===== src/hw/rtl/fwma_pkg.sv =====
// shared constants and types for the forward window moving average unit
// no dependencies
`timescale 1ns / 1ps
`default_nettype none

package fwma_pkg;

    localparam int SAMPLE_W = 48;
    localparam int WINDOW_LENGTH_DEF = 5;

    typedef struct packed {
        logic busy;
        logic done;
    } div_status_t;

endpackage

`default_nettype wire


===== src/hw/rtl/fwma_hist_mem.sv =====
// row history memory, one write port and one registered read port
// depends on nothing outside this file
`timescale 1ns / 1ps
`default_nettype none

module fwma_hist_mem #(
    parameter int DEPTH = 5,
    parameter int DATA_W = 96,
    parameter int ADDR_W = 3
) (
    input  wire logic              clk,
    input  wire logic              wr_en,
    input  wire logic [ADDR_W-1:0] wr_addr,
    input  wire logic [DATA_W-1:0] wr_data,
    input  wire logic              rd_en,
    input  wire logic [ADDR_W-1:0] rd_addr,
    output logic      [DATA_W-1:0] rd_data
);

    logic [DATA_W-1:0] mem [DEPTH];
    logic [DATA_W-1:0] rd_data_reg;

    always_ff @(posedge clk)
    begin
        if (wr_en)
        begin
            mem[wr_addr] <= wr_data;
        end
        if (rd_en)
        begin
            rd_data_reg <= mem[rd_addr];
        end
    end

    assign rd_data = rd_data_reg;

endmodule

`default_nettype wire


===== src/hw/rtl/fwma_divider.sv =====
// two-lane iterative signed divider, one quotient bit per cycle, truncates toward zero
// depends on fwma_pkg for the status struct
`timescale 1ns / 1ps
`default_nettype none

module fwma_divider #(
    parameter int SUM_W = 51,
    parameter int CNT_W = 3
) (
    input  wire logic                    clk,
    input  wire logic                    rst_n,
    input  wire logic                    start,
    input  wire logic signed [SUM_W-1:0] dividend_close,
    input  wire logic signed [SUM_W-1:0] dividend_open,
    input  wire logic        [CNT_W-1:0] divisor,
    output logic signed      [SUM_W-1:0] quotient_close,
    output logic signed      [SUM_W-1:0] quotient_open,
    output fwma_pkg::div_status_t        status
);

    import fwma_pkg::*;

    localparam int ITER_W = $clog2(SUM_W + 1);

    logic              busy_reg, busy_next;
    logic              done_reg, done_next;
    logic [ITER_W-1:0] cnt_reg, cnt_next;
    logic [CNT_W-1:0]  dsr_reg, dsr_next;
    logic [SUM_W-1:0]  dvd_reg [2];
    logic [SUM_W-1:0]  dvd_next [2];
    logic [CNT_W-1:0]  rem_reg [2];
    logic [CNT_W-1:0]  rem_next [2];
    logic              neg_reg [2];
    logic              neg_next [2];
    logic [SUM_W-1:0]  src [2];
    logic [CNT_W:0]    shifted [2];
    logic              qbit [2];

    assign src[0] = dividend_close;
    assign src[1] = dividend_open;

    always_comb
    begin
        busy_next = busy_reg;
        done_next = done_reg;
        cnt_next  = cnt_reg;
        dsr_next  = dsr_reg;
        for (int i = 0; i < 2; i++)
        begin
            dvd_next[i] = dvd_reg[i];
            rem_next[i] = rem_reg[i];
            neg_next[i] = neg_reg[i];
            shifted[i]  = {rem_reg[i], dvd_reg[i][SUM_W-1]};
            qbit[i]     = (shifted[i] >= {1'b0, dsr_reg});
        end
        if (start)
        begin
            busy_next = 1'b1;
            done_next = 1'b0;
            cnt_next  = ITER_W'(SUM_W);
            dsr_next  = divisor;
            for (int i = 0; i < 2; i++)
            begin
                neg_next[i] = src[i][SUM_W-1];
                dvd_next[i] = src[i][SUM_W-1] ? (~src[i] + 1'b1) : src[i];
                rem_next[i] = '0;
            end
        end
        else if (busy_reg)
        begin
            for (int i = 0; i < 2; i++)
            begin
                rem_next[i] = qbit[i] ? CNT_W'(shifted[i] - {1'b0, dsr_reg})
                                      : shifted[i][CNT_W-1:0];
                dvd_next[i] = {dvd_reg[i][SUM_W-2:0], qbit[i]};
            end
            cnt_next = cnt_reg - 1'b1;
            if (cnt_reg == ITER_W'(1))
            begin
                busy_next = 1'b0;
                done_next = 1'b1;
            end
        end
    end

    always_ff @(posedge clk or negedge rst_n)
    begin
        if (!rst_n)
        begin
            busy_reg <= 1'b0;
            done_reg <= 1'b0;
            cnt_reg  <= '0;
        end
        else
        begin
            busy_reg <= busy_next;
            done_reg <= done_next;
            cnt_reg  <= cnt_next;
        end
    end

    always_ff @(posedge clk)
    begin
        dsr_reg <= dsr_next;
        for (int i = 0; i < 2; i++)
        begin
            dvd_reg[i] <= dvd_next[i];
            rem_reg[i] <= rem_next[i];
            neg_reg[i] <= neg_next[i];
        end
    end

    assign quotient_close = neg_reg[0] ? signed'(~dvd_reg[0] + 1'b1) : signed'(dvd_reg[0]);
    assign quotient_open  = neg_reg[1] ? signed'(~dvd_reg[1] + 1'b1) : signed'(dvd_reg[1]);
    assign status.busy    = busy_reg;
    assign status.done    = done_reg;

endmodule

`default_nettype wire


===== src/hw/rtl/forward_window_moving_average_unit.sv =====
// top level: forward window moving average over close and open samples
// depends on fwma_pkg, fwma_hist_mem and fwma_divider
//
// usage
//   input channel in_valid/in_ready carries one row per transaction: close and open
//   samples (signed Q31.16) with present flags, and series_end on the final row
//   output channel out_valid/out_ready carries one window mean per transaction
//   a row that fills the window yields the mean of the oldest row's window; a row
//   with series_end also flushes every remaining window, final_result on the last
// divider and input flow
//   each result comes from the shared
//   iterative divider that produces one quotient bit per cycle on both lanes
//   a row yields 0 to WINDOW_LENGTH results; in_ready is high only when the block
//   holds no pending work, so the next row is not accepted until every result of
//   the row before has been loaded into the output register
// reset
//   history is empty, sums are zero and no result is pending
// stall
//   a result waits in the output register; while it is not taken the next result
//   holds in the emit step, which keeps in_ready low
`timescale 1ns / 1ps
`default_nettype none

module forward_window_moving_average_unit #(
    parameter int WINDOW_LENGTH = fwma_pkg::WINDOW_LENGTH_DEF
) (
    input  wire logic                                clk,
    input  wire logic                                rst_n,
    input  wire logic                                in_valid,
    output logic                                     in_ready,
    input  wire logic signed [fwma_pkg::SAMPLE_W-1:0] close_sample,
    input  wire logic                                close_present,
    input  wire logic signed [fwma_pkg::SAMPLE_W-1:0] open_sample,
    input  wire logic                                open_present,
    input  wire logic                                series_end,
    output logic                                     out_valid,
    input  wire logic                                out_ready,
    output logic signed      [fwma_pkg::SAMPLE_W-1:0] close_average,
    output logic signed      [fwma_pkg::SAMPLE_W-1:0] open_average,
    output logic                                     final_result
);

    import fwma_pkg::*;

    localparam int SUM_W  = SAMPLE_W + $clog2(WINDOW_LENGTH);
    localparam int CNT_W  = $clog2(WINDOW_LENGTH + 1);
    localparam int IDX_W  = (WINDOW_LENGTH > 1) ? $clog2(WINDOW_LENGTH) : 1;
    localparam int DATA_W = 2 * SAMPLE_W;

    typedef enum logic [1:0] {
        S_IDLE,
        S_START,
        S_DIV,
        S_EMIT
    } state_t;

    state_t                    state_reg;
    logic [CNT_W-1:0]          fill_reg;
    logic [IDX_W-1:0]          slot_reg;
    logic signed [SUM_W-1:0]   close_sum_reg;
    logic signed [SUM_W-1:0]   open_sum_reg;
    logic                      end_reg;
    logic                      out_valid_reg;
    logic signed [SAMPLE_W-1:0] close_average_reg;
    logic signed [SAMPLE_W-1:0] open_average_reg;
    logic                      final_result_reg;

    logic                      in_fire;
    logic                      emit_fire;
    logic                      emit_final;
    logic signed [SAMPLE_W-1:0] close_in;
    logic signed [SAMPLE_W-1:0] open_in;
    logic [CNT_W-1:0]          fill_inc;
    logic [IDX_W-1:0]          slot_inc;
    logic [CNT_W:0]            slot_wide;
    logic [CNT_W:0]            fill_wide;
    logic [CNT_W:0]            oldest_wide;
    logic [IDX_W-1:0]          oldest_idx;
    logic [DATA_W-1:0]         rd_data;
    logic signed [SAMPLE_W-1:0] close_old;
    logic signed [SAMPLE_W-1:0] open_old;
    logic signed [SUM_W-1:0]   quot_close;
    logic signed [SUM_W-1:0]   quot_open;
    div_status_t               div_status;

    assign in_ready  = (state_reg == S_IDLE);
    assign in_fire   = in_valid && in_ready;
    assign emit_fire = (state_reg == S_EMIT) && (!out_valid_reg || out_ready);
    assign emit_final = end_reg && (fill_reg == CNT_W'(1));

    assign close_in = close_present ? close_sample : '0;
    assign open_in  = open_present ? open_sample : '0;
    assign fill_inc = fill_reg + 1'b1;
    assign slot_inc = (slot_reg == IDX_W'(WINDOW_LENGTH - 1)) ? '0 : slot_reg + 1'b1;

    assign slot_wide   = (CNT_W + 1)'(slot_reg);
    assign fill_wide   = (CNT_W + 1)'(fill_reg);
    assign oldest_wide = (slot_wide >= fill_wide) ? slot_wide - fill_wide
                       : slot_wide + (CNT_W + 1)'(WINDOW_LENGTH) - fill_wide;
    assign oldest_idx  = oldest_wide[IDX_W-1:0];

    assign close_old = rd_data[DATA_W-1:SAMPLE_W];
    assign open_old  = rd_data[SAMPLE_W-1:0];

    fwma_hist_mem #(
        .DEPTH  (WINDOW_LENGTH),
        .DATA_W (DATA_W),
        .ADDR_W (IDX_W)
    ) u_hist_mem (
        .clk     (clk),
        .wr_en   (in_fire),
        .wr_addr (slot_reg),
        .wr_data ({close_in, open_in}),
        .rd_en   (state_reg == S_START),
        .rd_addr (oldest_idx),
        .rd_data (rd_data)
    );

    fwma_divider #(
        .SUM_W (SUM_W),
        .CNT_W (CNT_W)
    ) u_divider (
        .clk            (clk),
        .rst_n          (rst_n),
        .start          (state_reg == S_START),
        .dividend_close (close_sum_reg),
        .dividend_open  (open_sum_reg),
        .divisor        (fill_reg),
        .quotient_close (quot_close),
        .quotient_open  (quot_open),
        .status         (div_status)
    );

    always_ff @(posedge clk or negedge rst_n)
    begin
        if (!rst_n)
        begin
            state_reg     <= S_IDLE;
            fill_reg      <= '0;
            slot_reg      <= '0;
            close_sum_reg <= '0;
            open_sum_reg  <= '0;
            end_reg       <= 1'b0;
            out_valid_reg <= 1'b0;
        end
        else
        begin
            if (out_valid_reg && out_ready && !emit_fire)
            begin
                out_valid_reg <= 1'b0;
            end
            case (state_reg)
                S_IDLE:
                begin
                    if (in_fire)
                    begin
                        fill_reg      <= fill_inc;
                        slot_reg      <= slot_inc;
                        close_sum_reg <= close_sum_reg + SUM_W'(close_in);
                        open_sum_reg  <= open_sum_reg + SUM_W'(open_in);
                        end_reg       <= series_end;
                        if (series_end || (fill_inc == CNT_W'(WINDOW_LENGTH)))
                        begin
                            state_reg <= S_START;
                        end
                    end
                end
                S_START:
                begin
                    state_reg <= S_DIV;
                end
                S_DIV:
                begin
                    if (div_status.done && !div_status.busy)
                    begin
                        state_reg <= S_EMIT;
                    end
                end
                S_EMIT:
                begin
                    if (emit_fire)
                    begin
                        out_valid_reg <= 1'b1;
                        fill_reg      <= fill_reg - 1'b1;
                        if (end_reg && !emit_final)
                        begin
                            close_sum_reg <= close_sum_reg - SUM_W'(close_old);
                            open_sum_reg  <= open_sum_reg - SUM_W'(open_old);
                            state_reg     <= S_START;
                        end
                        else
                        begin
                            state_reg <= S_IDLE;
                            if (end_reg)
                            begin
                                slot_reg      <= '0;
                                close_sum_reg <= '0;
                                open_sum_reg  <= '0;
                            end
                            else
                            begin
                                close_sum_reg <= close_sum_reg - SUM_W'(close_old);
                                open_sum_reg  <= open_sum_reg - SUM_W'(open_old);
                            end
                        end
                    end
                end
                default:
                begin
                    state_reg <= S_IDLE;
                end
            endcase
        end
    end

    always_ff @(posedge clk)
    begin
        if (emit_fire)
        begin
            close_average_reg <= quot_close[SAMPLE_W-1:0];
            open_average_reg  <= quot_open[SAMPLE_W-1:0];
            final_result_reg  <= emit_final;
        end
    end

    assign out_valid     = out_valid_reg;
    assign close_average = close_average_reg;
    assign open_average  = open_average_reg;
    assign final_result  = final_result_reg;

    // no new row while the divider still works on a window
    assert property (@(posedge clk) disable iff (!rst_n)
        in_ready |-> !div_status.busy)
        else $error("row accepted while divider busy");

    // history never holds more rows than the window
    assert property (@(posedge clk) disable iff (!rst_n)
        fill_reg <= CNT_W'(WINDOW_LENGTH))
        else $error("history overfilled");

    // the final result of a series leaves the history empty and the ring restarted
    assert property (@(posedge clk) disable iff (!rst_n)
        (emit_fire && emit_final) |=> (fill_reg == '0) && (slot_reg == '0))
        else $error("history not empty after final result");

    // a row that neither fills the window nor ends the series yields no result
    assert property (@(posedge clk) disable iff (!rst_n)
        (in_fire && !series_end && (fill_inc != CNT_W'(WINDOW_LENGTH)))
        |=> (state_reg == S_IDLE))
        else $error("unexpected result sequence");

    // the emit step only runs after the divider has finished
    assert property (@(posedge clk) disable iff (!rst_n)
        (state_reg == S_EMIT) |-> (div_status.done && !div_status.busy))
        else $error("emit without finished quotient");

endmodule

`default_nettype wire


===== config.mk =====
export PLATFORM = sky130hd
export DESIGN_NAME = forward_window_moving_average_unit
export DESIGN_NICKNAME = d
export VERILOG_FILES = /design/src/hw/rtl/fwma_pkg.sv /design/src/hw/rtl/fwma_hist_mem.sv /design/src/hw/rtl/fwma_divider.sv /design/src/hw/rtl/forward_window_moving_average_unit.sv
export SDC_FILE = /design/constraint.sdc
export NUM_CORES = 2
export LEC_CHECK = 0
export BUFFER_PORTS_ARGS = -buffer_cell sky130_fd_sc_hd__buf_2
export CAP_MARGIN = 5
export CORE_ASPECT_RATIO = 0.5
export CORE_MARGIN = 4
export CORE_UTILIZATION = 35
export DETAILED_ROUTE_END_ITERATION = 7
export PLACE_DENSITY = 0.47
export SYNTH_ARGS = -nofsm -noshare
export SYNTH_HDL_FRONTEND = slang
export SYNTH_SLANG_ARGS = --single-unit
export TNS_END_PERCENT = 30

===== constraint.sdc =====
create_clock -name clk -period 14 [get_ports clk]
set_clock_uncertainty 0.2 [all_clocks]
set_input_delay 0.7 -clock clk [delete_from_list [all_inputs] [get_ports clk]]
set_output_delay 0.7 -clock clk [all_outputs]
set_load 0.05 [all_outputs]

* Word-level counts from Yosys, hierarchy flattened
Memory sizes are Yosys's and may differ from the RTL's. A register that Yosys moved wholly into a read port is not among the register bits.
Cells that the tools add are included.
Widths: inputs -> output; s select.
** Operators by class
- Multiplexer cells :: 52
- Reductions and logical operators :: 22
- Add/subtract/negate cells :: 17
- Equality and inequality tests :: 13
- Magnitude comparators :: 3
- Bitwise operators :: 4
** Operator list (count)
- $mux 51 :: 10
- $mux 102 :: 2
- $pmux 51 s2 :: 2
- $mux 48 :: 4
- $add 51x1->51 const B :: 2
- $add 51x48->51 :: 2
- $not 51->51 :: 2
- $sub 51x48->51 :: 2
- $add 48x1->48 const B :: 2
- $not 48->48 :: 2
- $mux 3 :: 10
- $mux 6 :: 4
- $mux 1 :: 12
- $pmux 3 s2 :: 2
- $sub 3x3->3 :: 4
- $mux 2 :: 5
- $ge 4x3->1 :: 2
- $ne 2x2->1 const B :: 4
- $pmux 2 s4 :: 1
- $logic_and 1x1->1 :: 7
- $add 3x1->3 const B :: 2
- $eq 3x3->1 const B :: 2
- $eq 6x1->1 const B :: 1
- $reduce_bool 2->1 :: 3
- other kinds (15) :: 22
** Storage, ports and cells
- Memories :: 4
- Memory bits (writable) :: 590
- Output and inout bits :: 99
- Logic and storage cells :: 129
- Register bits :: 220
- Bits of input ports :: 103
** Memory list
- u_hist_mem.mem :: depth 5, bits a word 96, rd ports 1, clocked after Yosys merged registers in 1, wr ports 1, line fwma_hist_mem.sv:20 : logic [DATA_W-1:0] mem [DEPTH];
- u_divider.dvd_reg :: depth 2, bits a word 51, rd ports 2, clocked after Yosys merged registers in 0, wr ports 2, line fwma_divider.sv:29 : logic [SUM_W-1:0] dvd_reg [2];
- u_divider.rem_reg :: depth 2, bits a word 3, rd ports 2, clocked after Yosys merged registers in 0, wr ports 2, line fwma_divider.sv:31 : logic [CNT_W-1:0] rem_reg [2];
- u_divider.neg_reg :: depth 2, bits a word 1, rd ports 2, clocked after Yosys merged registers in 0, wr ports 2, line fwma_divider.sv:33 : logic neg_reg [2];

* Logic depth before layout (Yosys ltp)
- Depth in word-level cells :: 8
- Mapped depth :: 17
- Depth with buffers taken out :: 16

* Cells and area by module
Synthesis repeated with hierarchy kept, for this count alone.
** Unflattened totals
- Cell total of the unflattened synthesis :: 4693
- Area, all modules :: 51987.4 µm²
** By module, submodules not included
- fwma_hist_mem :: sequential area each 17296.6 µm², times used 1, cells an instance 1128, area an instance 21770.9 µm²
- forward_window_moving_average_unit :: sequential area each 5715.5 µm², times used 1, cells an instance 2438, area an instance 20265.7 µm²
- fwma_divider :: sequential area each 3533.4 µm², times used 1, cells an instance 1127, area an instance 9950.8 µm²

* Worst setup path after synthesis
Ideal clock, no wire load.
- Kind :: register to register
- Start point :: reg state_reg[0]
- End point :: mem u_hist_mem.mem[4][0], enable pin
- Setup time :: 821 ps
- Arrival :: 11241 ps
- Data required time :: 12979 ps
- Path buffers :: 1
- Path slack :: 1738 ps
- Stages on the path, launching flop included :: 6
- Period minus slack after synthesis :: 12262 ps
- Cell sequence :: dfrtp_1 -> inv_1 -> ha_1 -> clkbuf_1 -> nand2_1 -> nor4b_1
** On the way
- Longest elaborated chain between the ends :: 4
** RTL lines
- from (decl) :: line forward_window_moving_average_unit.sv:57 : state_t state_reg;
- from (signal assigned) :: line forward_window_moving_average_unit.sv:138 : state_reg <= S_IDLE;
- from (signal assigned) :: line forward_window_moving_average_unit.sv:164 : state_reg <= S_START;
- from (signal assigned) :: line forward_window_moving_average_unit.sv:170 : state_reg <= S_DIV;
- $logic_not 2->1 :: line forward_window_moving_average_unit.sv:86 : assign in_ready = (state_reg == S_IDLE);
- via in_ready :: line forward_window_moving_average_unit.sv:30 : output logic in_ready,
- $logic_and 1x1->1 :: line forward_window_moving_average_unit.sv:87 : assign in_fire = in_valid && in_ready;
- $mux 1 :: line fwma_hist_mem.sv:25 : if (wr_en)
- $mux 1 (not written as such) :: line fwma_hist_mem.sv:27 : mem[wr_addr] <= wr_data;
- to (decl) :: line fwma_hist_mem.sv:20
The timed path passes the listed nets, and every way through them passes these cells.

* Final worst setup path
- Start point :: in open_present
- End point :: reg open_sum_reg[48]
** On the way
- Longest elaborated chain between the ends :: 4
** RTL lines
- from (decl) :: line forward_window_moving_average_unit.sv:34 : input wire logic open_present,
- $mux 48 :: line forward_window_moving_average_unit.sv:92 : assign open_in = open_present ? open_sample : '0;
- via open_in[0] :: line forward_window_moving_average_unit.sv:72 : logic signed [SAMPLE_W-1:0] open_in;
- $add 51x48->51 :: line forward_window_moving_average_unit.sv:160 : open_sum_reg <= open_sum_reg + SUM_W'(open_in);
- $mux 51 :: line forward_window_moving_average_unit.sv:155 : if (in_fire)
- $pmux 51 s2 :: line forward_window_moving_average_unit.sv:152 : case (state_reg)
- to (signal assigned) :: line forward_window_moving_average_unit.sv:160
- to (signal assigned) :: line forward_window_moving_average_unit.sv:188 : open_sum_reg <= open_sum_reg - SUM_W'(open_old);
- to (signal assigned) :: line forward_window_moving_average_unit.sv:203 : open_sum_reg <= open_sum_reg - SUM_W'(open_old);
- to (decl) :: line forward_window_moving_average_unit.sv:61 : logic signed [SUM_W-1:0] open_sum_reg;
The timed path passes the listed nets, and every way through them passes these cells. The select of a mux whose other input is x is not followed.
A chain may end at the register's enable or synchronous reset.

==> results.toml <==
[floorplanning]
io-pin-count = 202
fp.dieW_um = 540
dieArea_um2 = 148000
dieHeight_um = 274
core_region_area_um2 = 140000
start_util_pct = 35.3
rows = 97

[clock_tree]
clkSlewWorstSetupHoldPaths_ps = 60
cts_tree = "done"
cts_buffers = 91
cts_max_level = 3
clock_path_buffers = 3
clk_latency_ps = 720
cts_num_sinks = 906
cts-root-buf = "clkbuf_16"

[grt]
antenna_found_initial = 3
grt_max_degree = 176
grt_pass1_vias = 34200
overflow = 0
grt_usage_pct = 19.1
grt_pass1_wl_um = 217000

[timing]
fmax_mhz = 174
hold_viol = 0
finalCriticalPeriod_ps = 5740
drv_slew = 0
setup_tns_ps = 0
holdWs_ps = 61.0
tightest_slew_ps = 1190
finalCritPeriodShare_pct = 41.0
slew_headroom_pct = 20.5
rsz0062_at_grt = "no"
setup_viol = 0

[setup_path]
path_max_fanout = 26
cp.arrival_ps = 6110
worst_r2r_endpoint = "open_sum_reg[48]"
end_kind = "register"
reg2reg_depth = 14
cp.required_ps = 14380
start_kind = "primary input"
worstSetupPathType = "in2reg"
r2r_slack_ps = 8550
reg2reg_from = "open_sum_reg[1]"

[worst_hold_path]
hold_end = "end_reg"
min-delay-start = "series_end"
hold_path_depth = 2
min_path_type = "in2reg"

[yosys]
ys.flop_type = "edfxtp_1"
synth_area_per_cell_um2 = 11.8
synth-seq-cells = 906
yosys_warnings = 0
syn_nets = 4521
synth.most_common_cell = "edfxtp_1"
synthCells = 4184
synth_area_leaders = "edfxtp_1 (47%), dfrtp_1 (6.1%), ha_1 (5.7%)"
synthArstFlopShare_pct = 13.2
ys_seq_area_share_pct = 53.5
synth_commonest_cells = "edfxtp_1 (780), a21oi_1 (334), o21ai_0 (257)"
yosysUniqueCellTypes = 83
synth_edf_count = 780
yosysTopAreaCellShare_pct = 47.2
synth_area_um2 = 49600
synth_top_cell_by_area = "edfxtp_1"

[run]
cap_viol_max_count = 0

[status]
status = "finished, final reports clean"

[placed_design]
gp_congestion = 0.891
numPortBuffers = 201
hpwlAfterDp_um = 101000

[finish]
fin_nets = 4682
layout-drive-gt1-share_pct = 14.6
largest_register_ffs = 480
synthToLayoutAreaGrowth_pct = 12.3
regArea_um2 = 26500
multi_input_area_um2 = 21800
fillCellCount = 13600

[route]
dr.pass1.iters = 5
wl_per_cell_um = 22.9
drt_wl_total_um = 144000
ant_nets = 0
routed-via-count = 34200
drt_iter0_markers = 2454
via_per_inst = 5.43
drc = 0
## worst max path at each step
| stage | from | end |
|---|---|---|
| 2_1_floorplan | state_reg[0] | u_hist_mem.mem[4][0] |
| 3_3_place_gp | open_present | open_sum_reg[48] |
| 3_5_place_dp | open_present | open_sum_reg[48] |
| 4_1_cts | open_present | open_sum_reg[48] |
| 5_1_grt | open_present | open_sum_reg[48] |
| 6_report | open_present | open_sum_reg[48] |
## repair_timing
action	in CTS	in global routing
buffers inserted	0	0
resized for setup	0	0
endpoints found under the hold margin	62	0
hold buffers	1	0
## critical path, cell delays in order
cell      delay (ps)
buf_2             70
buf_4            310
and2_1           310
ha_1             250
inv_1             70
fa_1             370
nand2b_1         190
a21oi_1          490
nor4_1           130
o21ai_1          380
a31oi_1          240
o31a_1           430
o31ai_1          500
a31oi_1          290
o41ai_1          560
a21boi_0         280
o2111a_1         290
a211o_1          210
## logic make-up (layout without fill, tap and decap cells)
group                    after synthesis  in the layout  share of synthesized area, %
XOR/XNOR                             370            370                          6.54
AND/OR/NAND/NOR                      986            986                          10.0
flip-flops                           906            906                          53.5
AO/OA/AOI/OAI                       1112           1112                          14.2
multiplexers                         210            210                          6.92
buffers and inverters                366            600                          2.77
other                                  0              1                             0
adder cells (fa/ha/maj)              234            234                          6.01
## layout make-up
class                           instances  area share [%]
Antenna cell                            1         0.00449
Inverter                              181            1.22
Multi-Input combinational cell       2912            39.1
Clock inverter                         55           0.998
Clock buffer                          111            4.26
Tap cell                             1881            4.23
Timing Repair Buffer                  253            2.55
Sequential cell                       906            47.7
## stage by stage
stage	util, %	setup slack (ps)	cells	instance area, µm²
after floorplan	-	1740	4184	49600
after global placement	37.6	7720	6132	52700
after detailed placement	37.6	7710	6132	52700
after CTS	39.7	8430	6299	55700
after global routing	39.7	7960	6299	55700
final	39.7	8260	6300	55700
## cells in the final DEF (no fill, tap or decap), types with 38 or more instances in the layout
master and n:
o21ai_0 257, clkbuf_16 92, mux2_2 102, buf_4 50, nand3_1 53, mux4_2 96, a21oi_1 334, nor3_1 47
nand2_1 256, inv_1 179, ha_1 225, nor2_1 246, dfrtp_1 118, buf_2 200, a22oi_1 47, xnor2_1 210
nand2b_1 42, or3_1 41, xor2_1 158, o31ai_1 63, nand4_1 43, and2_1 106, o21bai_1 38, a21o_1 107
o21a_1 52, edfxtp_1 780
## layer usage
metal / wire (µm) / track usage [%]
met1: 67300 / 26.6
met2: 68100 / 31.8
met3: 5820 / 2.56
met4: 3160 / 4.60
met5: 13 / 0
Power is not shown: default switching activity piles up to over one toggle a cycle in this logic, so the estimate is an artifact.
